## src/design/esn_pkg.sv

```systemverilog
// Shared types and constants for the eventual-safe-node finder.
package esn_pkg;

	// fixed field widths
	localparam int NODE_W = 6;
	localparam int CNT_W  = 7;

	// defaults for the top-level parameters and the node count register
	localparam int                MAX_NODES_DEF  = 64;
	localparam int                MAX_EDGES_DEF  = 256;
	localparam logic [CNT_W-1:0]  NODE_COUNT_RST = 7'd64;

	// sequencer states
	typedef enum logic [3:0] {
		ST_LOAD,
		ST_CLEAR,
		ST_CNT_RD,
		ST_CNT_DEG,
		ST_CNT_WR,
		ST_SEED_RD,
		ST_SEED_CHK,
		ST_POP_RD,
		ST_POP_CHK,
		ST_PEEL_RD,
		ST_PEEL_DEG,
		ST_PEEL_WR,
		ST_EMIT
	} esn_state_t;

	// degree unit operations
	typedef enum logic {
		ALU_INC,
		ALU_DEC
	} esn_alu_op_t;

	// degree unit status
	typedef struct packed {
		logic a_zero;
		logic res_zero;
	} esn_alu_flags_t;

	// one result word from the sequencer to the output register
	typedef struct packed {
		logic              valid;
		logic [NODE_W-1:0] node_index;
		logic              node_valid;
		logic              edge_overflow;
		logic              last;
	} esn_emit_t;

endpackage

```

## src/design/esn_alu.sv

```systemverilog
// Shared degree unit: increment or decrement a pending out-degree, zero tests.
module esn_alu import esn_pkg::*; #(
	parameter int WIDTH = 9
) (
	input  esn_alu_op_t      op,
	input  logic [WIDTH-1:0] a,
	output logic [WIDTH-1:0] res,
	output esn_alu_flags_t   flags
);

	// add or subtract one
	always_comb begin
		case (op)
			ALU_INC: res = a + 1'b1;
			ALU_DEC: res = a - 1'b1;
			default: res = a;
		endcase
	end

	assign flags.a_zero   = (a == '0);
	assign flags.res_zero = (res == '0);

endmodule

```

## config.mk

```make
export PLATFORM = sky130hd
export DESIGN_NAME = esn_alu
export DESIGN_NICKNAME = d
export VERILOG_FILES = /design/src/design/esn_pkg.sv /design/src/design/esn_alu.sv
export SDC_FILE = /design/constraint.sdc
export NUM_CORES = 1
export LEC_CHECK = 0
export ABC_CLOCK_PERIOD_IN_PS = 6000
export BUFFER_PORTS_ARGS = -buffer_cell sky130_fd_sc_hd__buf_2
export CAP_MARGIN = 20
export CORE_AREA = 2 2 39 41
export DETAILED_ROUTE_END_ITERATION = 8
export DIE_AREA = 0 0 41 43
export GPL_TIMING_DRIVEN = 0
export SLEW_MARGIN = 5
export SYNTH_ARGS = -nofsm -noshare
export SYNTH_HDL_FRONTEND = slang
export SYNTH_SLANG_ARGS = --single-unit
```

## constraint.sdc

```tcl
create_clock -name vclk -period 6
set_input_delay 0.9 -clock vclk [all_inputs]
set_output_delay 0.9 -clock vclk [all_outputs]
set_load 0.02 [all_outputs]
```

======== Yosys cells after proc, flatten, opt, wreduce, memory -nomap -nowiden ========
Cells that the tools add are included.
cells by class
  $add $sub $neg .......................... 2
  multiply operators ...................... 0
  div/mod/pow operators ................... 0
  magnitude comparators ................... 0
  eq/ne operators ......................... 0
  shift operators ......................... 0
  multiplexer cells ....................... 1
  bitwise logic cells ..................... 1
  reductions and logical operators ........ 2
operator list
  kind                                              count
  logical NOT 9 bit                                 2
  case mux 9 bit (2 select lines)                   1
  adder 9 x 1 -> 9 bit, second input constant       1
  subtractor 9 x 1 -> 9 bit, second input constant  1
  inverter 1 bit                                    1
word-level totals
  flip-flop bits (word level) ............. 0
  bits in latches ......................... 0
  memory bits (writable) .................. 0
  ROM bits ................................ 0
  bits of input ports ..................... 10
  output and inout port bits .............. 11
  memories ................................ 0

======== Longest topological paths before layout ========
  depth in word-level cells ............... 3
  mapped depth ............................ 6
  depth with buffers taken out ............ 6

======== Least setup slack after synthesis ========
No wires, ideal clock.
  path kind ............................... input to output
  start ................................... input port a[0]
  end ..................................... output port flags[0] (netlist bit)
  arrival time ............................ 3064 ps
  required time ........................... 5100 ps
  path slack .............................. 2036 ps
  stages on the path ...................... 6
  cell sequence ........................... fa_1 -> a21o_1 -> a21oi_2 -> xnor2_1 -> or4b_1 -> a2111oi_2
RTL lines
  element          RTL line      text
  start, declared  esn_alu.sv:6  input logic [WIDTH-1:0] a,
  end, declared    esn_alu.sv:8  output esn_alu_flags_t flags

==> flow_summary.ini <==
[status]
status = complete, no violations

[logic_synthesis]
avgSynthCellArea_sq_um = 7.826
yosys.area.top_type_share_pct = 25.08
synth.cell_area_sq_um = 399.1
yosys_warnings = 0
seq_area_frac_synth_pct = 0
yosysUniqueCellTypes = 26
synth_top_area_cell = ha_1
netlist_instances = 51
synth_nets = 70
synthTopCellsByArea = ha_1 (25%), xnor2_1 (6.6%), xor2_1 (6.6%), a21oi_1 (6.3%), fa_1 (5.0%)

[sta]
worst_slew_pin_slew_ns = 0.3084
fin_crit_sh_pct = 66.63
fmax_ghz = 0.2501
final_hold_viol_count = 0
max_slew_margin_pct = 79.25
rsz0062_at_grt = false
setup_violations = 0
holdWs_ns = 2.088
fin_crit_ns = 3.998
fin_tns_setup_ns = 0
maxSlewViolCount = 0
setup_slack_ns = 2.002

[place]
dpl.hpwl_um = 876.9
placed_cell_area_sq_um = 524.3
place_congestion = 0.7810
port_buffers = 21
dp.cells = 88
place_ws_ns = 1.999

[layout]
drive_gt1_share_pct = 33.33
final_cell_mix = buf_2 (21), ha_1 (8), a21oi_1 (5), nand2_1 (4)
nClkBuffers = 0
seq_cells = 0
n_antenna_cell = 0
nNetsFinal = 93
final_common_cell = buf_2
seqCellArea_sq_um = 0
instances_no_fill = 88
final_area_sq_um = 524.3
syn_to_final_growth_pct = 31.35
fin_util_pct = 37.88

[clock_network]
cts_setup_buffers = 0
cts_resized = 0
ctsHoldBuffers = 0

[routing]
first_pass_iters = 4
postRouteAntennaNets = 0
vias = 444
wirelength_um = 995
wl_per_cell_um = 11.31
via_per_inst = 5.045
drc_errors = 0
drtIter0Drc = 1

[setup_path]
crit_fanout = 5
timing.critical_path.buf_inv = 2
crit_top_cell = buf_2
cp-end-kind = primary output
crit_type = input pin to primary output
cp.required_ns = 5.10
crit_slowest_cell = or4b_1
crit_chain = buf_2 > fa_1 > a21oi_1 > o211ai_1 > xor2_1 > or4b_1 > a2111oi_2 > buf_2
cp_slowest_stage_delay_ns = 0.55
critPathTopFamily = compound AO/OA/AOI/OAI gates
crit_arrival_ns = 3.10
startpoint = a[0]
cp-start-kind = input pin

[pwr]
peakVddDrop_mv = 0.04876
power_density_mw_per_mm2 = 133.0
finalPower_mw = 0.06975
leakagePower_nw = 0.2491

[die]
dieHeight_um = 43
rows = 14
die_x_um = 41
core-area_sq_mm = 0.001384
dieArea_sq_mm = 0.001763
start_util_pct = 28.84
io-pin-count = 21

[global_route]
grt_pass1_vias = 403
antenna_found_initial = 0
grt_pass1_wl_mm = 1.559
grt_use_total_pct = 11.81
grt_max_degree = 10
grt-ovfl-total = 0

[job]
drv_cap = 0

[worst_hold_path]
worstHoldStart = a[8]
hold_class = input pin to primary output
## cells in the mapped netlist, drive strengths merged
| cell | n |
|---|---|
| a21oi | 7 |
| o21ai | 1 |
| nand4 | 1 |
| a2111o | 1 |
| fa | 1 |
| o211ai | 1 |
| or4b | 1 |
| nand2 | 4 |
| o221ai | 1 |
| nor2 | 2 |
| nand3 | 3 |
| a21o | 1 |
| mux2i | 1 |
| and2 | 1 |
| a21boi | 1 |
| nand4b | 1 |
| o21a | 1 |
| a2111oi | 1 |
| ha | 8 |
| nor3 | 1 |
| nor4 | 2 |
| xor2 | 3 |
| or3 | 1 |
| inv | 3 |
| xnor2 | 3 |
## power by group
part	total [mW]	internal [mW]	switching [mW]
Sequential	0	0	0
Combinational	0.0697	0.0267	0.0431
Clock	0	0	0
## cells by family after synthesis
logic type | share of synthesized area [%]
AO/OA/AOI/OAI | 28.21
buffers and inverters | 2.821
multiplexers | 2.508
adder cells (fa/ha/maj) | 30.10
AND/OR/NAND/NOR | 23.20
XOR/XNOR | 13.17
## worst paths after layout
kind | end | slack (ns) | cells after the start
setup / recovery | flags[0] | 2.00 | 8
hold / removal | flags[1] | 2.09 | 3
## cell type report
class	count	area [sq um]
Fill cell	150	859.6
Inverter	3	11.26
Multi-Input combinational cell	48	387.9
Tap cell	16	20.02
Timing Repair Buffer	21	105.1
## layer usage
layer / track usage [%] / wire length, um / part of all wire [%]
met5: 0 / 0 / 0
met4: 0 / 0 / 0
met3: 0 / 48 / 4.8
met2: 21.56 / 463 / 47
met1: 15.61 / 483 / 49
Power figures use the tool's default switching activity.
