===== src/design/esn_ram.sv =====
// Generic single-write, single-read RAM with registered read data.
module esn_ram #(
	parameter int WIDTH = 8,
	parameter int DEPTH = 64,
	localparam int AW   = (DEPTH > 1) ? $clog2(DEPTH) : 1
) (
	input  logic             clk,
	input  logic             wr_en,
	input  logic [AW-1:0]    wr_addr,
	input  logic [WIDTH-1:0] wr_data,
	input  logic [AW-1:0]    rd_addr,
	output logic [WIDTH-1:0] rd_data
);

	logic [WIDTH-1:0] mem [DEPTH];

	// write port
	always_ff @(posedge clk) begin
		if (wr_en) begin
			mem[wr_addr] <= wr_data;
		end
	end

	// registered read port
	always_ff @(posedge clk) begin
		rd_data <= mem[rd_addr];
	end

endmodule


===== config.mk =====
export PLATFORM = sky130hd
export DESIGN_NAME = esn_ram
export DESIGN_NICKNAME = d
export VERILOG_FILES = /design/src/design/esn_ram.sv
export SDC_FILE = /design/constraint.sdc
export NUM_CORES = 1
export LEC_CHECK = 0
export ABC_AREA = 1
export BUFFER_PORTS_ARGS = -buffer_cell sky130_fd_sc_hd__buf_2
export CAP_MARGIN = 20
export CORE_ASPECT_RATIO = 0.5
export CORE_UTILIZATION = 32
export DETAILED_ROUTE_END_ITERATION = 7
export PLACE_DENSITY = 0.56
export SLEW_MARGIN = 25
export SYNTH_ARGS = -nofsm -noshare
export SYNTH_HDL_FRONTEND = slang
export SYNTH_SLANG_ARGS = --single-unit

===== constraint.sdc =====
create_clock -name clk -period 2.3 [get_ports clk]
set_clock_uncertainty 0.2 [all_clocks]
set_input_delay 0.46 -clock clk [delete_from_list [all_inputs] [get_ports clk]]
set_output_delay 0.46 -clock clk [all_outputs]
set_load 0.01 [all_outputs]

# Word-level counts from Yosys, hierarchy flattened
# Memory sizes are Yosys's and may differ from the RTL's. A register that Yosys moved wholly into a read port is not among the register bits.
# Index checks and enable logic that the tools add are counted.
# W data, S select, Z words.
totals:
  mem_bits_rw: 512
  ff_bits: 0
  memories: 1
  inputBits: 22
  out_inout_bits: 8
op_classes:
  muxes: 2
memory_table:
  columns: ["name", "words", "word_bits", "read_ports", "rd_clocked_by_memory_dff", "wr", "line_no", "source"]
  rows:
  - ["mem", 64, 8, 1, 1, 1, "15", "logic [WIDTH-1:0] mem [DEPTH];"]
ops:
  columns: ["op", "n"]
  rows:
  - ["$mux W1", 2]

# Depth between registers and ports, before layout
# Gate-level depths: netlist of the first run.
depth:
  depth_word: 2
  mapped_depth: 12
  ltp_nobuf: 9

# Worst setup path before layout of the first run
# Ideal clock, no wire load.
synth_path:
  path_type: "input-to-reg"
  startpoint: "input port wr_en"
  endpoint: "memory mem[48][0] (enable)"
  path_buffers: 1
  slack_ns: -0.126
  t_arrival_ns: 1.831
  setup_ns: 0.395
  stages: 3
  path_cell_list: "clkbuf_1 -> nand4_1 -> nor4_1"
synth_between:
  elab_chain_cells: 2
synth_rtl:
  columns: ["item", "line_no", "source"]
  rows:
  - ["start: declaration", "8", "input logic wr_en,"]
  - ["$mux W1", "19", "if (wr_en) begin"]
  - ["$mux W1 (not written as such)", "20", "mem[wr_addr] <= wr_data;"]
  - ["end: declaration", "15", null]
# Every way passes these cells.

# Worst setup path after layout of the first run
layout_path:
  startpoint: "register rd_data[7], read port of mem"
  endpoint: "output port rd_data[7]"
layout_lines:
  columns: ["item", "line_no", "source"]
  rows:
  - ["start: declaration", "12", "output logic [WIDTH-1:0] rd_data"]
# No word-level cell between the ends.

==> impl_metrics.tcl, run 1 <==
set metrics [dict create \
    firstDrtPassIters 5 \
    rsz0062_at_grt "no" \
    worstSetupStartpointType "flip-flop" \
    grt_usage_pct 16.5 \
    die_w_um 367 \
    cts_htree_levels 2 \
    p_per_area_nw_per_um2 809 \
    grt_remaining_overflow 0 \
    grt_max_degree 79 \
    cts_tree "built" \
    grt_pass1_vias 13300 \
    initial_utilization_pct 32.6 \
    wl_per_cell_um 19.8 \
    ys_seq_area_share_pct 72.8 \
    finalPower_mw 20.0 \
    post_cts_buffers 0 \
    gp_congestion 0.807 \
    max-slew-margin-rel_pct 46.1 \
    hold_buffers 1 \
    syn_area_per_cell_um2 11.8 \
    crit_fanout 1 \
    place_area_um2 23100 \
    num_rows 66 \
    cts_root_buffer "clkbuf_16" \
    coreArea_um2 65500 \
    crit_buf_inv 1 \
    status "complete, no violations" \
    cts_buffers 51 \
    max-cap-violations 0 \
    syn_nets 1827 \
    synth-warning-count 0 \
    min_path_type "primary input to flip-flop" \
    setup_viol 0 \
    mostFrequentLayoutCell "nand2_1" \
    die_h_um 185 \
    clock_path_buffers 3 \
    io_pins 30 \
    antenna_left 0 \
    vias 13900 \
    path_clk_slew_ns 0.06 \
    clock.fmax_ghz 0.543 \
    grt_pass1_wl_um 84300 \
    crit_family "flip-flops" \
    min_period_over_period_pct 80.0 \
    synth_area_leader_cell "edfxtp_1" \
    cpPeakStageDelay_ns 0.42 \
    hold_violations 0 \
    final_util_pct 37.7 \
    worstMarginPinSlew_ns 0.808 \
    cp_cell_sequence "buf_2" \
    clk-insertion-delay-late_ns 0.59 \
    met3_usage_pct 2.58 \
    n_fill_cell 6241 \
    drv_slew 0 \
    yosys-top-cells-area "edfxtp_1 72%, nand2_1 11%, nand3_1 10%" \
    drive_above_1_share_pct 11.7 \
    wirelength_um 55800 \
    cts_sinks 520 \
    vias_per_cell 4.92 \
    critical_path_required_ns 1.64 \
    path_class "flip-flop to primary output" \
    critPathArrivalTime_ns 1.18 \
    num-nets-final 1921 \
    dp_hpwl_um 32300 \
    use_met1_pct 23.0 \
    grt_busiest_layer "met2" \
    antenna_found_initial 1 \
    cts-resized-gates 0 \
    final_cell_mix "648 x nand2_1, 512 x edfxtp_1, 439 x nand3_1" \
    syn_inst 1805 \
    area_growth_pct 15.7 \
    drc 0 \
    endpoint_kind "primary output" \
    portBuffers 29 \
    synth_top_area_share_pct 72.0 \
    grtUsageMet2_pct 26.0 \
    syn_area_um2 21300 \
    p_leak_nw 8.91 \
    die_area_um2 67800 \
    period_minus_slack_ns 1.84 \
    ys_types 16 \
    first_iter_violations 1512 \
    peakVddDrop_mv 0.536 \
    critPathSlowestCell "dfxtp_1" \
    stdcell_area_um2 24700 \
    ys_ff_latch 520 \
]
-- final cells by class --
type	instances	area, um^2	area share (%)
Sequential cell	520	15500	62.9
Multi-Input combinational cell	1160	4950	20.0
Timing Repair Buffer	154	1450	5.86
Clock buffer	64	1360	5.49
Tap cell	884	1110	4.48
Clock inverter	29	245	0.993
Inverter	12	55.1	0.223
Antenna cell	1	2.50	0.0101
-- state kept, by name, summed over array words and instances, names as in the netlist --
| register | cells |
|---|---|
| mem | 512 |
| rd_data | 8 |
-- cells in the mapped netlist --
library cell	n
nand4_1	9
inv_1	10
buf_8	2
inv_6	1
nor4_1	8
buf_6	35
buf_4	14
nand3_1	439
nor2_1	56
buf_2	37
dfxtp_1	8
nand2_1	648
inv_2	1
edfxtp_1	512
buf_1	10
clkbuf_1	15
-- path summary, 6_finish.rpt --
path	from	endpoint	slack, ns	depth (start not counted)
setup / recovery	rd_data[7]	rd_data[7]	0.46	1
hold / removal	rd_addr[5]	rd_data[2]	0.03	3
setup reg to reg	mem[47][1]	rd_data[1]	0.73	8
hold reg to reg	mem[10][4]	rd_data[4]	0.63	8
-- per-stage QoR --
step | instances | worst slack (ns) | hold WS, ns | setup TNS (ns)
after floorplan | 1805 | -0.126 | 0.359 | -8.07
after global placement | 2729 | 0.0631 | 0.497 | 0
after detailed placement | 2729 | 0.0365 | 0.498 | 0
after CTS | 2823 | 0.424 | 0.00833 | 0
after global routing | 2824 | 0.418 | 0.0307 | 0
final | 2824 | 0.460 | 0.0291 | 0
-- report_power, final --
part / internal (mW) / switching (mW) / total, mW
logic: 0.386 / 0.949 / 1.34
clock network: 4.61 / 3.52 / 8.13
registers: 10.5 / 0.0355 / 10.5
-- kinds of logic (layout without fill, tap and decap cells) --
logic type,Yosys count,after routing,share of synthesized area [%]
buffers and inverters,125,259,4.02
flip-flops,520,520,72.8
other,0,1,0
AND/OR/NAND/NOR,1160,1160,23.2
-- routing by layer --
metal	part of all wire, %	vias up	routed length [um]
li1	-	6543	-
met1	46	6881	25600
met2	46	381	25400
met3	5.5	97	3070
met4	3.1	0	1750
met5	0	-	0
Note: power is estimated with default switching activity, not from simulation.
==> run 2: changes to the inputs <==
--- a/config.mk
+++ b/config.mk
@@ -11,7 +11,7 @@
 export CORE_ASPECT_RATIO = 0.5
 export CORE_UTILIZATION = 32
 export DETAILED_ROUTE_END_ITERATION = 7
-export PLACE_DENSITY = 0.56
+export PLACE_DENSITY = 0.54
 export SLEW_MARGIN = 25
 export SYNTH_ARGS = -nofsm -noshare
 export SYNTH_HDL_FRONTEND = slang
==> constraint.sdc (replaced) <==
create_clock -name clk -period 1.8 [get_ports clk]
set_clock_uncertainty 0.2 [all_clocks]
set_input_delay 0.36 -clock clk [delete_from_list [all_inputs] [get_ports clk]]
set_output_delay 0.36 -clock clk [all_outputs]
set_load 0.01 [all_outputs]
==> impl_metrics.tcl, run 2 (synthesis gave the netlist of run 1 again) <==
set metrics [dict create \
    dp_hpwl_um 34400 \
    dpl.cell_count 2785 \
    die_h_um 185 \
    gp_congestion 0.875 \
    grt_max_degree 65 \
    die_area_um2 67800 \
    cts_root_buffer "clkbuf_16" \
    largest_registers "mem (512), rd_data (8)" \
    crit_buf_inv 1 \
    hold_buffers 1 \
    antenna_found_initial 1 \
    mostFrequentLayoutCell "nand2_1" \
    max-slew-margin-rel_pct 51.2 \
    wl_per_cell_um 19.4 \
    path_class "flip-flop to primary output" \
    clock.fmax_ghz 0.583 \
    endpoint_kind "primary output" \
    regMostFlops "mem" \
    rrSetupSlack_ns 0.24 \
    tns_ns 0 \
    cts_htree_levels 2 \
    num-nets-final 1975 \
    final_cell_mix "648 x nand2_1, 512 x edfxtp_1, 439 x nand3_1" \
    p_per_area_nw_per_um2 985 \
    worstSetupStartpoint "rd_data[5]" \
    first_iter_violations 1132 \
    min_period_over_period_pct 95.3 \
    cts_buffers 49 \
    cts-resized-gates 0 \
    firstDrtPassIters 5 \
    antenna_left 0 \
    status "complete, no violations" \
    p_int_mw 19.5 \
    min_path_type "primary input to flip-flop" \
    pwr-share-comb_pct 7.5 \
    rsz0062_at_grt "no" \
    crit_family "flip-flops" \
    p_seq_share_pct 53.5 \
    p_switching_mw 5.64 \
    max-cap-violations 0 \
    drc 0 \
    reg2reg_to "rd_data[5]" \
    die_w_um 367 \
    io_pins 30 \
    period_minus_slack_ns 1.71 \
    critPathCapture "rd_data[5]" \
    wirelength_um 55700 \
    coreArea_um2 65500 \
    path_clk_slew_ns 0.06 \
    clockPowerShare_pct 39.1 \
    crit_cells 1 \
    worstMarginPinSlew_ns 0.729 \
    final_util_pct 39.0 \
    area_growth_pct 19.6 \
    vias 13900 \
    critPathArrivalTime_ns 1.15 \
    swShare_pct 22.4 \
    hold_violations 0 \
    r2r-start "mem[55][5]" \
    cts_tree "built" \
    p_leak_nw 9.23 \
    setup_viol 0 \
    critPathSlowestCell "dfxtp_1" \
    worstSetupStartpointType "flip-flop" \
    stdcell_area_um2 25500 \
    peakVddDrop_mv 0.742 \
    place_area_um2 24000 \
    initial_utilization_pct 32.6 \
    worst-r2r-cell-count 8 \
    whs_path_depth 4 \
    clk-insertion-delay-late_ns 0.57 \
    drv_slew 0 \
    critical_path_required_ns 1.24 \
    drive_above_1_share_pct 15.9 \
    grt_remaining_overflow 0 \
    num_rows 66 \
    grt_pass1_wl_um 83800 \
    vias_per_cell 4.84 \
    clock_path_buffers 3 \
    cp_cell_sequence "buf_2" \
    crit_fanout 1 \
    instances_no_fill 2871 \
    cpPeakStageDelay_ns 0.42 \
    n_fill_cell 6228 \
    grt_pass1_vias 13500 \
    portBuffers 29 \
    post_cts_buffers 0 \
    cts_sinks 520 \
    finalPower_mw 25.1 \
    grt_usage_pct 16.4 \
    largest_register_ffs 512 \
]
## run 2: cell count changes in the layout (fill, tap and decap cells not counted), sizes merged
cell,previous run,this run
clkinv,20,19
clkinvlp,2,1
inv,15,11
bufinv,4,2
clkbuf,65,64
buf,152,208
## run 2: per-layer routing
layer  share of wire (%)  GRT usage (%)
met1                  46           22.3
met2                  48           27.3
met3                 4.6           2.45
met4                 2.1           4.23
met5                   0              0
## run 2: tightest hold or removal path, cell delays in order
cell,delay [ns]
buf_2,0.19
nand3_1,0.13
nand3_1,0.08
nand2_1,0.06
## run 2: how the worst min path moves through the flow
stage                       endpoint       start  slack (ns)
after floorplan            mem[0][0]  wr_data[0]        0.26
after CTS                 rd_data[0]  rd_addr[4]        0.09
final                     rd_data[0]  rd_addr[4]        0.11
after detailed placement  rd_data[3]  rd_addr[5]        0.57
after global routing      rd_data[5]  rd_addr[4]         0.1
after global placement    rd_data[3]  rd_addr[5]        0.56
## run 2: final cells by class
class                   instances  area [um^2]  share of cell area [%]
clock buffers                  63         1340                    5.25
flip-flops and latches        520        15500                    60.9
multi-input cells            1160         5140                    20.1
diodes                          1         2.50                 0.00981
inverters                      12         73.8                   0.289
well taps                     884         1110                    4.33
repair buffers                210         2180                    8.55
clock inverters                21          141                   0.554
## run 2: power by group through the flow
stage / logic (mW) / registers (mW) / clock network (mW)
3_3_place_gp: 1.88 / 13.7 / 0
5_1_grt: 2.04 / 13.4 / 10.5
3_5_place_dp: 1.89 / 13.7 / 0
4_1_cts: 1.89 / 13.4 / 10.0
6_report: 1.88 / 13.4 / 9.82
2_1_floorplan: 0.989 / 13.7 / 0
## run 2: metrics by stage
step / hold WS (ns) / worst slack, ns
global placement: 0.556 / -0.285
finish: 0.110 / 0.0855
detailed placement: 0.566 / -0.270
CTS: 0.0867 / 0.0662
global route: 0.0981 / 0.0589
floorplan: 0.259 / -0.313
==> run 3: changes to the inputs <==
--- a/config.mk
+++ b/config.mk
@@ -10,8 +10,10 @@
 export CAP_MARGIN = 20
 export CORE_ASPECT_RATIO = 0.5
 export CORE_UTILIZATION = 32
+export CTS_BUF_LIST = sky130_fd_sc_hd__clkbuf_8
 export DETAILED_ROUTE_END_ITERATION = 7
 export PLACE_DENSITY = 0.54
+export RECOVER_POWER = 100
 export SLEW_MARGIN = 25
 export SYNTH_ARGS = -nofsm -noshare
 export SYNTH_HDL_FRONTEND = slang
==> impl_metrics.tcl, run 3 (synthesis gave the netlist of run 1 again) <==
set metrics [dict create \
    first_iter_violations 1094 \
    stdcell_area_um2 25000 \
    wirelength_um 56300 \
    cts_buffers 81 \
    cp_cell_sequence "clkbuf_2" \
    clk-insertion-delay-late_ns 0.66 \
    portBuffers 29 \
    cts_sinks 520 \
    post-place-ws_ns -0.270 \
    coreArea_um2 65500 \
    place_area_um2 24000 \
    grt_pass1_wl_um 84700 \
    setup_viol 0 \
    worst_slack_ns 0.0698 \
    seqCellArea_um2 15500 \
    firstDrtPassIters 7 \
    cts_tree "built" \
    min_path_type "primary input to flip-flop" \
    critical_path_required_ns 1.24 \
    vias 14100 \
    grt_pass1_vias 13800 \
    min_period_over_period_pct 96.1 \
    regMostFlops "mem" \
    instances_no_fill 2934 \
    largest_register_ffs 512 \
    path_class "flip-flop to primary output" \
    grt_remaining_overflow 0 \
    vias_per_cell 4.81 \
    p_leak_nw 9.15 \
    clock.fmax_ghz 0.578 \
    n_fill_cell 6347 \
    grt_max_degree 65 \
    wl_per_cell_um 19.2 \
    largest_registers "mem (512), rd_data (8)" \
    num-nets-final 2015 \
    antenna_left 0 \
    final_util_pct 38.1 \
    clock_path_buffers 3 \
    p_per_area_nw_per_um2 965 \
    gp_congestion 0.875 \
    path_clk_slew_ns 0.07 \
    die_h_um 185 \
    violations "capacitance limit, slew limit" \
    peakVddDrop_mv 0.475 \
    num_rows 66 \
    area_growth_pct 16.9 \
    drive_above_1_share_pct 15.1 \
    crit_fanout 1 \
    die_area_um2 67800 \
    crit_buf_inv 1 \
    mostFrequentLayoutCell "nand2_1" \
    hold_violations 0 \
    dpl.cell_count 2785 \
    hold_ws_ns 0.124 \
    endpoint_kind "primary output" \
    finalPower_mw 24.1 \
    status "finished with violations" \
    cts_htree_levels 3 \
    critPathSlowestCell "dfxtp_2" \
    tns_ns 0 \
    max-slew-margin-rel_pct -8.01 \
    rsz0062_at_grt "no" \
    worstSetupStartpointType "flip-flop" \
    final_cell_mix "648 x nand2_1, 512 x edfxtp_1, 439 x nand3_1" \
    grt_usage_pct 16.7 \
    die_w_um 367 \
    multiInputGateArea_um2 5000 \
    worstMarginPinSlew_ns 1.62 \
    initial_utilization_pct 32.6 \
    post_cts_buffers 0 \
    critPathArrivalTime_ns 1.17 \
    antenna_found_initial 2 \
    cpPeakStageDelay_ns 0.36 \
    drc 0 \
    cts_root_buffer "clkbuf_8" \
    max-cap-violations 1 \
    period_minus_slack_ns 1.73 \
    crit_family "flip-flops" \
    io_pins 30 \
    drv_slew 65 \
    dp_hpwl_um 34400 \
]
## run 3: cell type report
cell class,count,area share [%]
Antenna cell,2,0.0201
Clock buffer,84,4.63
Clock inverter,54,0.908
Inverter,12,0.246
Multi-Input combinational cell,1160,20.0
Sequential cell,520,62.3
Tap cell,884,4.43
Timing Repair Buffer,218,7.47
## run 3: power breakdown
group / leakage, nW / internal (mW) / switching (mW)
Sequential: 4.67 / 13.4 / 0.0402
Clock: 0.805 / 4.30 / 4.51
Combinational: 3.67 / 0.580 / 1.24
Total: 9.15 / 18.3 / 5.79
## run 3: per-layer routing
layer | vias up | global-route usage, % | part of all wire [%]
li1 | 6738 | - | -
met1 | 6926 | 22.4 | 46
met2 | 360 | 27.4 | 47
met3 | 95 | 3.19 | 5.1
met4 | 0 | 5.13 | 2.3
met5 | - | 0 | 0
## run 3: final timing paths
kind | start | end | slack (ns) | depth (start not counted)
worst min register to register | mem[44][4] | rd_data[4] | 0.60 | 8
worst max register to register | mem[19][3] | rd_data[3] | 0.26 | 8
worst max-delay path | rd_data[0] | rd_data[0] | 0.07 | 1
worst min-delay path | rd_addr[3] | rd_data[4] | 0.12 | 6
## run 3: what timing repair did
item,CTS,global route
setup endpoints to repair,4,0
endpoints found under the hold margin,58,0
hold buffers,9,0
resized for setup,4,0
