===== src/design/esn_pkg.sv =====
// Shared types and constants for the eventual-safe-node finder.
package esn_pkg;

	// fixed field widths
	localparam int NODE_W = 6;
	localparam int CNT_W  = 7;

	// defaults for the top-level parameters and the node count register
	localparam int                MAX_NODES_DEF  = 64;
	localparam int                MAX_EDGES_DEF  = 256;
	localparam logic [CNT_W-1:0]  NODE_COUNT_RST = 7'd64;

	// sequencer states
	typedef enum logic [3:0] {
		ST_LOAD,
		ST_CLEAR,
		ST_CNT_RD,
		ST_CNT_DEG,
		ST_CNT_WR,
		ST_SEED_RD,
		ST_SEED_CHK,
		ST_POP_RD,
		ST_POP_CHK,
		ST_PEEL_RD,
		ST_PEEL_DEG,
		ST_PEEL_WR,
		ST_EMIT
	} esn_state_t;

	// degree unit operations
	typedef enum logic {
		ALU_INC,
		ALU_DEC
	} esn_alu_op_t;

	// degree unit status
	typedef struct packed {
		logic a_zero;
		logic res_zero;
	} esn_alu_flags_t;

	// one result word from the sequencer to the output register
	typedef struct packed {
		logic              valid;
		logic [NODE_W-1:0] node_index;
		logic              node_valid;
		logic              edge_overflow;
		logic              last;
	} esn_emit_t;

endpackage


===== src/design/esn_seq.sv =====
// Sequencer: edge load, degree count, Kahn peeling and ordered result scan.
module esn_seq import esn_pkg::*; #(
	parameter int  MAX_NODES = MAX_NODES_DEF,
	parameter int  MAX_EDGES = MAX_EDGES_DEF,
	localparam int IDX_W     = $clog2(MAX_NODES),
	localparam int NCW       = $clog2(MAX_NODES + 1),
	localparam int EA        = (MAX_EDGES > 1) ? $clog2(MAX_EDGES) : 1,
	localparam int EW        = $clog2(MAX_EDGES + 1)
) (
	input  logic                clk,
	input  logic                arst_n,
	input  logic [CNT_W-1:0]    node_count,
	// input words
	input  logic                in_valid,
	output logic                in_ready,
	input  logic [NODE_W-1:0]   in_from,
	input  logic [NODE_W-1:0]   in_to,
	input  logic                in_present,
	input  logic                in_last,
	// result words
	input  logic                out_free,
	output esn_emit_t           emit,
	// edge store
	output logic                edge_we,
	output logic [EA-1:0]       edge_waddr,
	output logic [2*NODE_W-1:0] edge_wdata,
	output logic [EA-1:0]       edge_raddr,
	input  logic [2*NODE_W-1:0] edge_rdata,
	// pending out-degree store
	output logic                deg_we,
	output logic [IDX_W-1:0]    deg_waddr,
	output logic [EW-1:0]       deg_wdata,
	output logic [IDX_W-1:0]    deg_raddr,
	input  logic [EW-1:0]       deg_rdata,
	// ready queue
	output logic                q_we,
	output logic [IDX_W-1:0]    q_waddr,
	output logic [NODE_W-1:0]   q_wdata,
	output logic [IDX_W-1:0]    q_raddr,
	input  logic [NODE_W-1:0]   q_rdata,
	// degree unit
	output esn_alu_op_t         alu_op,
	output logic [EW-1:0]       alu_a,
	input  logic [EW-1:0]       alu_res,
	input  esn_alu_flags_t      alu_flags
);

	esn_state_t state_q, state_d;

	logic [EW-1:0]        edges_q;
	logic [EW-1:0]        e_q;
	logic                 ovf_q;
	logic [NCW-1:0]       v_q;
	logic [NCW-1:0]       head_q;
	logic [NCW-1:0]       tail_q;
	logic [MAX_NODES-1:0] mark_q;
	logic [NODE_W-1:0]    node_q;
	logic [NODE_W-1:0]    src_q;
	logic [NODE_W-1:0]    held_q;
	logic                 have_held_q;

	logic [NCW-1:0]    n_w;
	logic [CNT_W-1:0]  n_cmp;
	logic              in_ok;
	logic              edge_room;
	logic [NODE_W-1:0] e_src;
	logic [NODE_W-1:0] e_dst;
	logic              e_ok;
	logic              e_hit;
	logic              e_end;
	logic              v_end;
	logic              clr_end;
	logic              q_empty;
	logic              q_room;
	logic              pop_ok;
	logic              mark_v;

	// active node count, saturated to capacity
	assign n_w   = (node_count > CNT_W'(MAX_NODES)) ? NCW'(MAX_NODES) : node_count[NCW-1:0];
	assign n_cmp = CNT_W'(n_w);

	assign in_ok     = in_present && (CNT_W'(in_from) < n_cmp) && (CNT_W'(in_to) < n_cmp);
	assign edge_room = (edges_q < EW'(MAX_EDGES));

	// stored edge fields: source low, target high
	assign e_src = edge_rdata[NODE_W-1:0];
	assign e_dst = edge_rdata[2*NODE_W-1:NODE_W];
	assign e_ok  = (CNT_W'(e_src) < n_cmp) && (CNT_W'(e_dst) < n_cmp);
	assign e_hit = e_ok && (e_dst == node_q);
	assign e_end = (e_q == edges_q);

	assign v_end   = (v_q == n_w);
	assign clr_end = (v_q == NCW'(MAX_NODES - 1));
	assign q_empty = (head_q == tail_q);
	assign q_room  = (tail_q < NCW'(MAX_NODES));
	assign pop_ok  = (CNT_W'(q_rdata) < n_cmp);
	assign mark_v  = mark_q[v_q[IDX_W-1:0]];

	// next state
	always_comb begin
		state_d = state_q;
		case (state_q)
			ST_LOAD:     if (in_valid && in_last) state_d = ST_CLEAR;
			ST_CLEAR:    if (clr_end) state_d = ST_CNT_RD;
			ST_CNT_RD:   state_d = e_end ? ST_SEED_RD : ST_CNT_DEG;
			ST_CNT_DEG:  state_d = e_ok ? ST_CNT_WR : ST_CNT_RD;
			ST_CNT_WR:   state_d = ST_CNT_RD;
			ST_SEED_RD:  state_d = v_end ? ST_POP_RD : ST_SEED_CHK;
			ST_SEED_CHK: state_d = ST_SEED_RD;
			ST_POP_RD:   state_d = q_empty ? ST_EMIT : ST_POP_CHK;
			ST_POP_CHK:  state_d = pop_ok ? ST_PEEL_RD : ST_POP_RD;
			ST_PEEL_RD:  state_d = e_end ? ST_POP_RD : ST_PEEL_DEG;
			ST_PEEL_DEG: state_d = e_hit ? ST_PEEL_WR : ST_PEEL_RD;
			ST_PEEL_WR:  state_d = ST_PEEL_RD;
			ST_EMIT:     if (out_free && v_end) state_d = ST_LOAD;
			default:     state_d = ST_LOAD;
		endcase
	end

	// memory ports, degree unit and result word
	always_comb begin
		in_ready   = 1'b0;
		edge_we    = 1'b0;
		edge_waddr = edges_q[EA-1:0];
		edge_wdata = {in_to, in_from};
		edge_raddr = e_q[EA-1:0];
		deg_we     = 1'b0;
		deg_waddr  = src_q[IDX_W-1:0];
		deg_wdata  = alu_res;
		deg_raddr  = e_src[IDX_W-1:0];
		q_we       = 1'b0;
		q_waddr    = tail_q[IDX_W-1:0];
		q_wdata    = src_q;
		q_raddr    = head_q[IDX_W-1:0];
		alu_op     = ALU_INC;
		alu_a      = deg_rdata;
		emit       = '0;
		case (state_q)
			ST_LOAD: begin
				in_ready = 1'b1;
				edge_we  = in_valid && in_ok && edge_room;
			end
			ST_CLEAR: begin
				deg_we    = 1'b1;
				deg_waddr = v_q[IDX_W-1:0];
				deg_wdata = '0;
			end
			ST_CNT_WR: begin
				alu_op = ALU_INC;
				deg_we = 1'b1;
			end
			ST_SEED_RD: begin
				deg_raddr = v_q[IDX_W-1:0];
			end
			ST_SEED_CHK: begin
				// nodes with no outgoing edge start the peel
				q_we    = alu_flags.a_zero && q_room;
				q_wdata = NODE_W'(v_q);
			end
			ST_PEEL_WR: begin
				alu_op = ALU_DEC;
				deg_we = !alu_flags.a_zero;
				q_we   = !alu_flags.a_zero && alu_flags.res_zero && q_room;
			end
			ST_EMIT: begin
				// hold one marked node back so the final one carries last
				emit.edge_overflow = ovf_q;
				if (out_free) begin
					if (v_end) begin
						emit.valid      = 1'b1;
						emit.node_index = have_held_q ? held_q : '0;
						emit.node_valid = have_held_q;
						emit.last       = 1'b1;
					end else if (mark_v && have_held_q) begin
						emit.valid      = 1'b1;
						emit.node_index = held_q;
						emit.node_valid = 1'b1;
					end
				end
			end
			default: begin
			end
		endcase
	end

	// state, counters and marks
	always_ff @(posedge clk or negedge arst_n) begin
		if (!arst_n) begin
			state_q     <= ST_LOAD;
			edges_q     <= '0;
			e_q         <= '0;
			ovf_q       <= 1'b0;
			v_q         <= '0;
			head_q      <= '0;
			tail_q      <= '0;
			mark_q      <= '0;
			node_q      <= '0;
			src_q       <= '0;
			held_q      <= '0;
			have_held_q <= 1'b0;
		end else begin
			state_q <= state_d;
			if (edge_we) begin
				edges_q <= edges_q + 1'b1;
			end
			if (q_we) begin
				tail_q <= tail_q + 1'b1;
			end
			case (state_q)
				ST_LOAD: begin
					if (in_valid && in_ok && !edge_room) begin
						ovf_q <= 1'b1;
					end
					if (in_valid && in_last) begin
						v_q <= '0;
					end
				end
				ST_CLEAR: begin
					v_q <= v_q + 1'b1;
					if (clr_end) begin
						e_q <= '0;
					end
				end
				ST_CNT_RD: begin
					if (e_end) begin
						v_q <= '0;
					end
				end
				ST_CNT_DEG: begin
					src_q <= e_src;
					if (!e_ok) begin
						e_q <= e_q + 1'b1;
					end
				end
				ST_CNT_WR: begin
					e_q <= e_q + 1'b1;
				end
				ST_SEED_CHK: begin
					v_q <= v_q + 1'b1;
				end
				ST_POP_RD: begin
					if (q_empty) begin
						v_q         <= '0;
						have_held_q <= 1'b0;
					end else begin
						head_q <= head_q + 1'b1;
					end
				end
				ST_POP_CHK: begin
					if (pop_ok) begin
						mark_q[q_rdata[IDX_W-1:0]] <= 1'b1;
						node_q                     <= q_rdata;
						e_q                        <= '0;
					end
				end
				ST_PEEL_DEG: begin
					src_q <= e_src;
					if (!e_hit) begin
						e_q <= e_q + 1'b1;
					end
				end
				ST_PEEL_WR: begin
					e_q <= e_q + 1'b1;
				end
				ST_EMIT: begin
					if (out_free) begin
						if (v_end) begin
							// run done: ready for the next graph
							edges_q <= '0;
							ovf_q   <= 1'b0;
							head_q  <= '0;
							tail_q  <= '0;
							mark_q  <= '0;
						end else begin
							if (mark_v) begin
								held_q      <= NODE_W'(v_q);
								have_held_q <= 1'b1;
							end
							v_q <= v_q + 1'b1;
						end
					end
				end
				default: begin
				end
			endcase
		end
	end

`ifndef SYNTHESIS
	// queue pointers stay ordered and within the queue
	a_queue_order: assert property (@(posedge clk) disable iff (!arst_n)
		(head_q <= tail_q) && (tail_q <= NCW'(MAX_NODES)))
		else $error("ready queue pointers out of order");

	// edge count never passes capacity
	a_edge_cap: assert property (@(posedge clk) disable iff (!arst_n)
		edges_q <= EW'(MAX_EDGES))
		else $error("edge count beyond capacity");

	// no result word while loading
	a_no_emit_load: assert property (@(posedge clk) disable iff (!arst_n)
		(state_q == ST_LOAD) |-> !emit.valid)
		else $error("result emitted during load");

	// final word ends the run and empties the run state
	a_last_clears: assert property (@(posedge clk) disable iff (!arst_n)
		(emit.valid && emit.last) |=> (state_q == ST_LOAD) && (edges_q == '0)
		&& (mark_q == '0) && (tail_q == '0))
		else $error("run state not cleared after final word");

	// a decrement only happens on a nonzero degree
	a_dec_nonzero: assert property (@(posedge clk) disable iff (!arst_n)
		(deg_we && (state_q == ST_PEEL_WR)) |-> (deg_rdata != '0))
		else $error("degree decremented below zero");
`endif

endmodule


===== config.mk =====
export PLATFORM = sky130hd
export DESIGN_NAME = esn_seq
export DESIGN_NICKNAME = d
export VERILOG_FILES = /design/src/design/esn_pkg.sv /design/src/design/esn_seq.sv
export SDC_FILE = /design/constraint.sdc
export NUM_CORES = 1
export LEC_CHECK = 0
export BUFFER_PORTS_ARGS = -buffer_cell sky130_fd_sc_hd__buf_2
export CAP_MARGIN = 0
export CORE_ASPECT_RATIO = 0.5
export CORE_UTILIZATION = 49
export CTS_CLUSTER_DIAMETER = 100
export CTS_CLUSTER_SIZE = 40
export DETAILED_ROUTE_END_ITERATION = 7
export GPL_TIMING_DRIVEN = 0
export HOLD_SLACK_MARGIN = 0.02
export PLACE_DENSITY = 0.7
export SLEW_MARGIN = 30
export SYNTH_ARGS = -nofsm -noshare
export SYNTH_HDL_FRONTEND = slang
export SYNTH_SLANG_ARGS = --single-unit
export TNS_END_PERCENT = 5

===== constraint.sdc =====
create_clock -name clk -period 6.6 [get_ports clk]
set_input_delay 0.66 -clock clk [delete_from_list [all_inputs] [get_ports clk]]
set_output_delay 0.66 -clock clk [all_outputs]
set_load 0.02 [all_outputs]

# After elaboration in Yosys (flattened, before gate mapping)
# Index checks and enable logic that the tools add are counted.
# totals
word_cells	164
reg_bits	127
out_inout_bits	91
input_bits	63
# classes
bitwise	2
muxes	68
add_sub_neg	5
n_eq_ne	31
n_lt_le_gt_ge	11
n_reduce_logical	35
# op_table
operator	n
$mux 64	3
$pmux 64 s2	1
$mux 7	13
$mux 9	9
$or 64x64->64	1
$pmux 4 s13	1
$pmux 9 s5	1
$lt 6x7->1	5
$pmux 7 s5	1
$ne 2x2->1 const B	14
$mux 6	4
$mux 8	3
$add 7x1->7 const B	3
$eq 4x4->1 const B	5
$mux 4	5
$add 9x1->9 const B	2
$eq 4x3->1 const B	4
$reduce_and 4->1	4
$mux 1	15
$eq 7x7->1	2
$logic_and 1x1->1	14
$lt 6x7->1 const B	2
$pmux 7 s2	1
$mux 10	1
24 further kinds	38

# Depth between registers and ports, before layout
# Gate-level depths: netlist of the first run.
# depth
depth_word	12
ltp_mapped	11
ltp_nobuf	9

# Worst setup path after synthesis of the first run
# No wires, ideal clock.
# synth_path
path_type	input -> output
startpoint	input port node_count[6]
endpoint	output port edge_we
path_slack_ps	3542
n_path_buf	0
stages	9
required_ps	5940
t_arrival_ps	2398
cell_sequence	clkinv_1 -> nand2_1 -> ha_1 -> a211o_1 -> a21oi_1 -> o2111a_1 -> o21a_1 -> nand2_1 -> nor2_1
# synth_between
elab_chain_len	8
elab_cells_between_ends	9
cone_classes	3 x order compare; 2 x mux; 4 x reduce/logical
# synth_rtl
element	line	rtl
start: declaration	esn_seq.sv:12	input logic [CNT_W-1:0] node_count,
$gt 7x7->1	esn_seq.sv:79	assign n_w = (node_count > CNT_W'(MAX_NODES)) ? NCW'(MAX_NODES) : node_count[NCW-1:0];
$mux 7 (*)	esn_seq.sv:79	
$lt 6x7->1	esn_seq.sv:82	assign in_ok = in_present && (CNT_W'(in_from) < n_cmp) && (CNT_W'(in_to) < n_cmp);
$logic_and 1x1->1	esn_seq.sv:82	
$logic_and 1x1->1 (*)	esn_seq.sv:82	
$logic_and 1x1->1 (*) (2 in a row)	esn_seq.sv:141	edge_we = in_valid && in_ok && edge_room;
$mux 1 (*)	esn_seq.sv:138	case (state_q)
end: declaration	esn_seq.sv:24	output logic edge_we,
# Every way passes the cells marked *; elsewhere a longest branch is shown, timed or not.

==> results by group, run 1 <==
Run status
  – Run status: complete, no violations

Synthesis
  – Mux cell area share after synthesis: 0.116
  – Compound-cell area share of the yosys netlist: 0.162
  – Xor and xnor fraction of the mapped netlist area: 0.0368
  – Adder-cell share of the synthesized area: 0.0451
  – EDFF count, synth: 0
  – Largest family of logic cells by synthesized area: simple AND/OR/NAND/NOR gates
  – Synth Flop Type: sky130_fd_sc_hd__dfrtp_1
  – Seq/Total Area, Yosys: 0.382
  – Post-synth cell types: 78
  – Average cell area after synthesis: 10.0 sq um
  – Leading area contributor after synthesis: sky130_fd_sc_hd__dfrtp_1
  – Syn_nets: 922
  – Most frequent cell after synthesis: sky130_fd_sc_hd__dfrtp_1
  – Area contributors post-synth: sky130_fd_sc_hd__dfrtp_1, sky130_fd_sc_hd__a22o_1, sky130_fd_sc_hd__ha_1
  – Count of state elements after synthesis: 127
  – Number of warnings printed during yosys synthesis: 0
  – Cell area after technology mapping: 8330 sq um
  – Cells after Synth: 829
  – Simple-gate share of the synthesized area: 0.168
  – Most used standard cells in the synthesized netlist: sky130_fd_sc_hd__dfrtp_1, sky130_fd_sc_hd__nand2_1, sky130_fd_sc_hd__buf_4, sky130_fd_sc_hd__a22o_1, sky130_fd_sc_hd__o21ai_0
  – Async SR Flop Fraction: 1.00
  – Area share of the largest cell type after synthesis: 0.382

Drt
  – Via Count: 7206
  – Number of DRC markers in iteration 0: 438
  – Remaining DRCs: 0
  – Routed wire per std cell: 18.6 um
  – Remaining antenna violation count: 0
  – Router iterations before antenna repair: 8
  – Drt total wl: 23000 um
  – Average vias per placed instance: 5.84

Setup path
  – Kind of critical path: register to output port
  – Data arrival time of the critical path: 3.31 ns
  – Crit start category: register
  – CP cell instances: clkbuf_8 -> clkbuf_8 -> inv_1 -> o41ai_1 -> a2bb2oi_2 -> nand3_1 -> clkbuf_1 -> clkbuf_1 -> nand2_1 -> buf_2
  – Cell type group with the largest total delay on the critical path: buffers and inverters
  – Slowest cell on the critical path: sky130_fd_sc_hd__o41ai_1
  – Crit end category: output port
  – CP max stage delay: 0.47 ns
  – Crit path required time: 5.94 ns
  – Count of buffering cells on the critical path with inverters included: 6
  – Maximum net fanout on the critical path: 10

GRT
  – Overall fraction of global-route tracks in use: 0.262
  – Global-route wire length before repair: 36200 um
  – Antenna violations before repair: 0
  – Number of global-route vias before repair: 6951
  – Maximum number of pins on one net before global-route repair: 81
  – Total global routing overflow: 0

Timing
  – Achievable clock frequency: 252 MHz
  – Final period util: 0.601
  – Max-slew violation total from the final report: 0
  – RSZ-0062 raised after global routing: false
  – Setup-violating endpoint count in the final report: 0
  – Relative slew slack: 0.379
  – Setup clock skew after layout: 0.0118 ns
  – Transition at the pin with the smallest max-transition slack: 0.922 ns
  – Setup TNS: 0 ns
  – Post-route minimum period: 3.97 ns
  – Final hold slack: 0.233 ns
  – Count of endpoints failing hold in the final timing report: 0

CTS
  – H-tree depth: 4
  – Root buffer selected by CTS: sky130_fd_sc_hd__clkbuf_16
  – Clock transition time at the flip-flop clock pins of the worst setup and hold paths: 0.06 ns
  – Post-cts repair resize count: 0
  – Number of buffers inserted during clock tree synthesis: 17
  – Number of clock sinks: 127
  – Post-CTS Setup Bufs: 0
  – Number of buffers on the longest clock path: 2
  – Clk_lat worst skew: 0.42 ns
  – CTS hold repair buffers: 0
  – TritonCTS clock tree: done

Cells and area
  – Net count reported at finish: 1086
  – Number of diodes added for antenna fixing: 0
  – Area taken by flip-flops and latches: 3180 sq um
  – Filler Cell Count: 1385
  – Fraction of final layout cells with drive strength greater than 1: 0.310
  – Area delta synth->final: 19.4%
  – Multi-input logic area: 4400 sq um

Placed design
  – Placer Congestion: 0.912
  – Number of buffers added on ports: 144
  – HPWL after detailed placement: 16600 um

Die
  – Height of the die: 94.2 um
  – Number of top-level pins: 154
  – Floorplan row count: 33
  – Initial standard-cell utilization of the core: 0.505
  – Floorplan Core Area: 16500 sq um
  – Die ar.: 17600 sq um
  – Die Wd: 186 um

Pwr
  – Leakage component of the power: 4.65 nW
  – Maximum ir drop on the vdd rail: 0.180 mV
  – Total power divided by cell area: 341 nW/um^2

Hold path
  – Worst hold path class: primary input to asynchronous set/reset pin

Run
  – Max Cap Violations: 0
final timing paths:
path | from | slack, ns | depth (start not counted) | end
max in group asynchronous | arst_n | 5.68 | 2 | mark_q[43]
hold reg to reg | mark_q[42] | 0.48 | 2 | mark_q[42]
min in group clk | mark_q[42] | 0.48 | 2 | mark_q[42]
setup reg to reg | v_q[2] | 3.61 | 10 | mark_q[60]
hold / removal | arst_n | 0.23 | 1 | e_q[1]
setup / recovery | v_q[2] | 2.63 | 10 | emit[9]
report_power, final:
part           internal (mW)  switching [mW]
Sequential             0.897           0.118
Combinational          0.607           0.838
Clock                  0.530           0.403
per-layer routing:
metal  share of wire  wire length, um  up-vias  global-route usage
met3           0.050             1160       27              0.0429
met5               0                0        -                   0
met1            0.45            10300     3573               0.346
met4           0.013              295        0              0.0661
met2            0.49            11300      268               0.452
li1                -                -     3338                   -
state kept, by name (all words and copies together), names as in the netlist, 6 cells and up:
signal   flops
v_q          7
node_q       6
edges_q      9
mark_q      64
tail_q       7
head_q       7
e_q          9
src_q        6
held_q       6
placed cells by master (no fill, tap or decap), drive strengths merged, types with 9 or more instances in the layout:
cell type / netlist / final
or2: 10 / 10
clkbuf: 34 / 51
o211ai: 12 / 12
mux2i: 11 / 11
nand3: 20 / 20
nand2b: 16 / 16
buf: 62 / 207
a22o: 44 / 44
mux4: 16 / 16
mux2: 38 / 38
nor2: 43 / 43
dfrtp: 127 / 127
xnor2: 12 / 12
o21ai: 45 / 45
xor2: 23 / 23
nand4: 18 / 18
nor3: 30 / 30
a21oi: 21 / 21
ha: 30 / 30
inv: 16 / 25
a21o: 13 / 13
nor4: 9 / 9
nand2: 67 / 67
nor2b: 17 / 17
logic make-up (layout without fill, tap and decap cells):
kind of cell	after synthesis	after routing
multiplexers	65	65
XOR/XNOR	35	35
adder cells (fa/ha/maj)	30	30
buffers and inverters	115	292
flip-flops	127	127
AO/OA/AOI/OAI	186	186
AND/OR/NAND/NOR	271	271
per-stage QoR:
step,total power [mW],std cells,util,cell area [sq um],setup slack [ns]
finish,3.39,1233,0.604,9950,2.63
floorplan,2.04,829,-,8330,3.54
global placement,2.41,1200,0.566,9330,2.80
global route,3.56,1233,0.604,9950,2.45
detailed placement,2.45,1201,0.569,9370,2.82
CTS,3.38,1233,0.603,9940,2.67
area by class of cell:
cell class                 instances  share of cell area
multi-input combinational        587               0.442
sequential                       127               0.320
timing repair buffer             145              0.0762
buffer                            97              0.0689
clock buffer                      17              0.0428
tap                              227              0.0286
clock inverter                    15              0.0147
inverter                          18             0.00679
No activity file was read; power rests on OpenSTA's default activity.
==> run 2, diff against run 1 <==
Clock period 6.6 ns to 3.7 ns, I/O delays scaled along.
==> run 2 against run 1 <==
  * Worst hold slack better by 0.013 ns
  * Worst setup slack worse by 2.5 ns
  * Global-route usage did not move
  * Largest power group unchanged
  * Routed wire length rose by 0.19%
==> results by group, run 2 (same netlist as run 1, synthesis figures left out) <==
Die
  – Floorplan row count: 33
  – Height of the die: 94.2 um
  – Floorplan Core Area: 16500 sq um
  – Initial standard-cell utilization of the core: 0.505
  – Die ar.: 17600 sq um
  – Number of top-level pins: 154
  – Die Wd: 186 um

Timing
  – Relative slew slack: 0.411
  – RSZ-0062 raised after global routing: false
  – Max-slew violation total from the final report: 0
  – Setup TNS: 0 ns
  – Count of endpoints failing hold in the final timing report: 0
  – Post-route minimum period: 3.54 ns
  – Transition at the pin with the smallest max-transition slack: 0.874 ns
  – Setup clock skew after layout: 0.0121 ns
  – Setup-violating endpoint count in the final report: 0
  – Achievable clock frequency: 283 MHz
  – Final hold slack: 0.246 ns
  – Final period util: 0.956

Drt
  – Router iterations before antenna repair: 7
  – Average vias per placed instance: 5.83
  – Number of DRC markers in iteration 0: 429
  – Drt total wl: 23000 um
  – Via Count: 7197
  – Routed wire per std cell: 18.6 um
  – Remaining DRCs: 0
  – Remaining antenna violation count: 0

Setup path
  – Crit end category: output port
  – Source of the worst register-to-register timing path: state_q[0]
  – Crit start category: register
  – Data arrival time of the critical path: 3.17 ns
  – Maximum net fanout on the critical path: 7
  – Crit. Startpoint: v_q[1]
  – Crit path required time: 3.33 ns
  – Kind of critical path: register to output port

GRT
  – Total global routing overflow: 0
  – Maximum number of pins on one net before global-route repair: 81
  – Antenna violations before repair: 0
  – Global-route wire length before repair: 36200 um
  – Number of global-route vias before repair: 6952
  – Overall fraction of global-route tracks in use: 0.262

Cells and area
  – Register ranked first by flip-flop count: mark_q
  – Finished Cell Area: 9960 sq um
  – Commonest non-fill, non-tap cells in the layout: sky130_fd_sc_hd__buf_2, sky130_fd_sc_hd__dfrtp_1, sky130_fd_sc_hd__nand2_1
  – Fraction of final layout cells with drive strength greater than 1: 0.313
  – Final core utilization: 0.605
  – Area delta synth->final: 19.6%
  – Number of diodes added for antenna fixing: 0
  – Most common library cell in the layout ignoring fill and taps: sky130_fd_sc_hd__buf_2
  – Largest registers: mark_q: 64 flops, e_q: 9 flops, edges_q: 9 flops
  – Number of flip-flops under the largest register name: 64
  – Net count reported at finish: 1087

Pwr
  – Maximum ir drop on the vdd rail: 0.327 mV
  – Proportion of power drawn by combinational gates: 0.425
  – Share of total power in sequential cells: 0.299
  – Clock group share of total power: 0.276
  – Leakage component of the power: 4.66 nW
  – Switching power: 2.43 mW
  – Switching Fraction: 0.401
  – Total power divided by cell area: 609 nW/um^2
  – Cell-internal power: 3.63 mW

CTS
  – Root buffer selected by CTS: sky130_fd_sc_hd__clkbuf_16
  – TritonCTS clock tree: done
  – Post-CTS Setup Bufs: 0
  – Number of clock sinks: 127
  – Number of buffers inserted during clock tree synthesis: 17
  – H-tree depth: 4
  – Clock transition time at the flip-flop clock pins of the worst setup and hold paths: 0.06 ns
  – Clk_lat worst skew: 0.42 ns
  – Number of buffers on the longest clock path: 2

Hold path
  – Worst hold start: edge_rdata[1]
  – Worst hold path class: primary input to register

Run status
  – Run status: complete, no violations

Placed design
  – HPWL after detailed placement: 16600 um
  – Number of buffers added on ports: 144
  – Placer Congestion: 0.912
  – Instance area at placement: 9370 sq um

Run
  – Max Cap Violations: 0
-- run 2: changes by cell type in the layout (fill, tap and decap cells not counted), sizes merged --
| cell | previous run | this run |
|---|---|---|
| buf | 207 | 206 |
| clkbuf | 51 | 52 |
| dlygate4sd3 | 0 | 1 |
-- run 2: stage by stage --
step,power [mW],cells,setup WS (ns)
5_1_grt,6.35,1234,0.0298
3_5_place_dp,4.37,1201,0.354
6_report,6.06,1234,0.163
3_3_place_gp,4.30,1200,0.434
2_1_floorplan,3.65,829,1.10
4_1_cts,6.04,1234,0.0634
-- run 2: path summary, 6_finish.rpt --
kind | endpoint | slack (ns) | depth (start not counted)
worst min-delay path | src_q[1] | 0.25 | 2
worst min register to register | mark_q[42] | 0.48 | 2
worst max-delay path | emit[5] | 0.16 | 8
max in group asynchronous | mark_q[43] | 2.48 | 3
min in group asynchronous | tail_q[4] | 0.54 | 2
worst max register to register | v_q[1] | 0.74 | 7
-- run 2: cell type report --
type	count	area (sq um)
plain buffers	97	689
clock buffers	17	425
clock inverters	15	146
fillers	1383	6520
inverters	18	67.6
multi-input cells	587	4400
flip-flops and latches	127	3180
well taps	227	284
repair buffers	146	768
-- run 2: worst max-delay path, cell delays in order, from the launching register on --
cell,delay [ns]
sky130_fd_sc_hd__dfrtp_1,0.39
sky130_fd_sc_hd__buf_6,0.18
sky130_fd_sc_hd__mux4_1,0.57
sky130_fd_sc_hd__mux2i_1,0.29
sky130_fd_sc_hd__nor3_1,0.08
sky130_fd_sc_hd__or4_4,0.51
sky130_fd_sc_hd__a21boi_1,0.41
sky130_fd_sc_hd__nor2_1,0.13
sky130_fd_sc_hd__buf_2,0.18
-- run 2: power groups by stage --
stage / combinational, mW / sequential, mW / clock (mW)
after global placement: 2.49 / 1.82 / 0
after detailed placement: 2.54 / 1.83 / 0
after floorplan: 1.89 / 1.76 / 0
after CTS: 2.56 / 1.80 / 1.67
final: 2.58 / 1.81 / 1.67
after global routing: 2.78 / 1.83 / 1.74
-- run 2: metal layers --
metal | vias to the layer above | wire length (um) | global-route usage
met4 | 0 | 319 | 0.0661
met3 | 33 | 1230 | 0.0429
li1 | 3346 | - | -
met5 | - | 0 | 0
met1 | 3559 | 10200 | 0.346
met2 | 259 | 11200 | 0.452
-- run 2: what timing repair did --
action / 4_1_cts / 5_1_grt
endpoints found under the hold margin: 79 / 0
resized for setup: 0 / 5
hold buffers: 1 / 0
setup endpoints to repair: 0 / 2
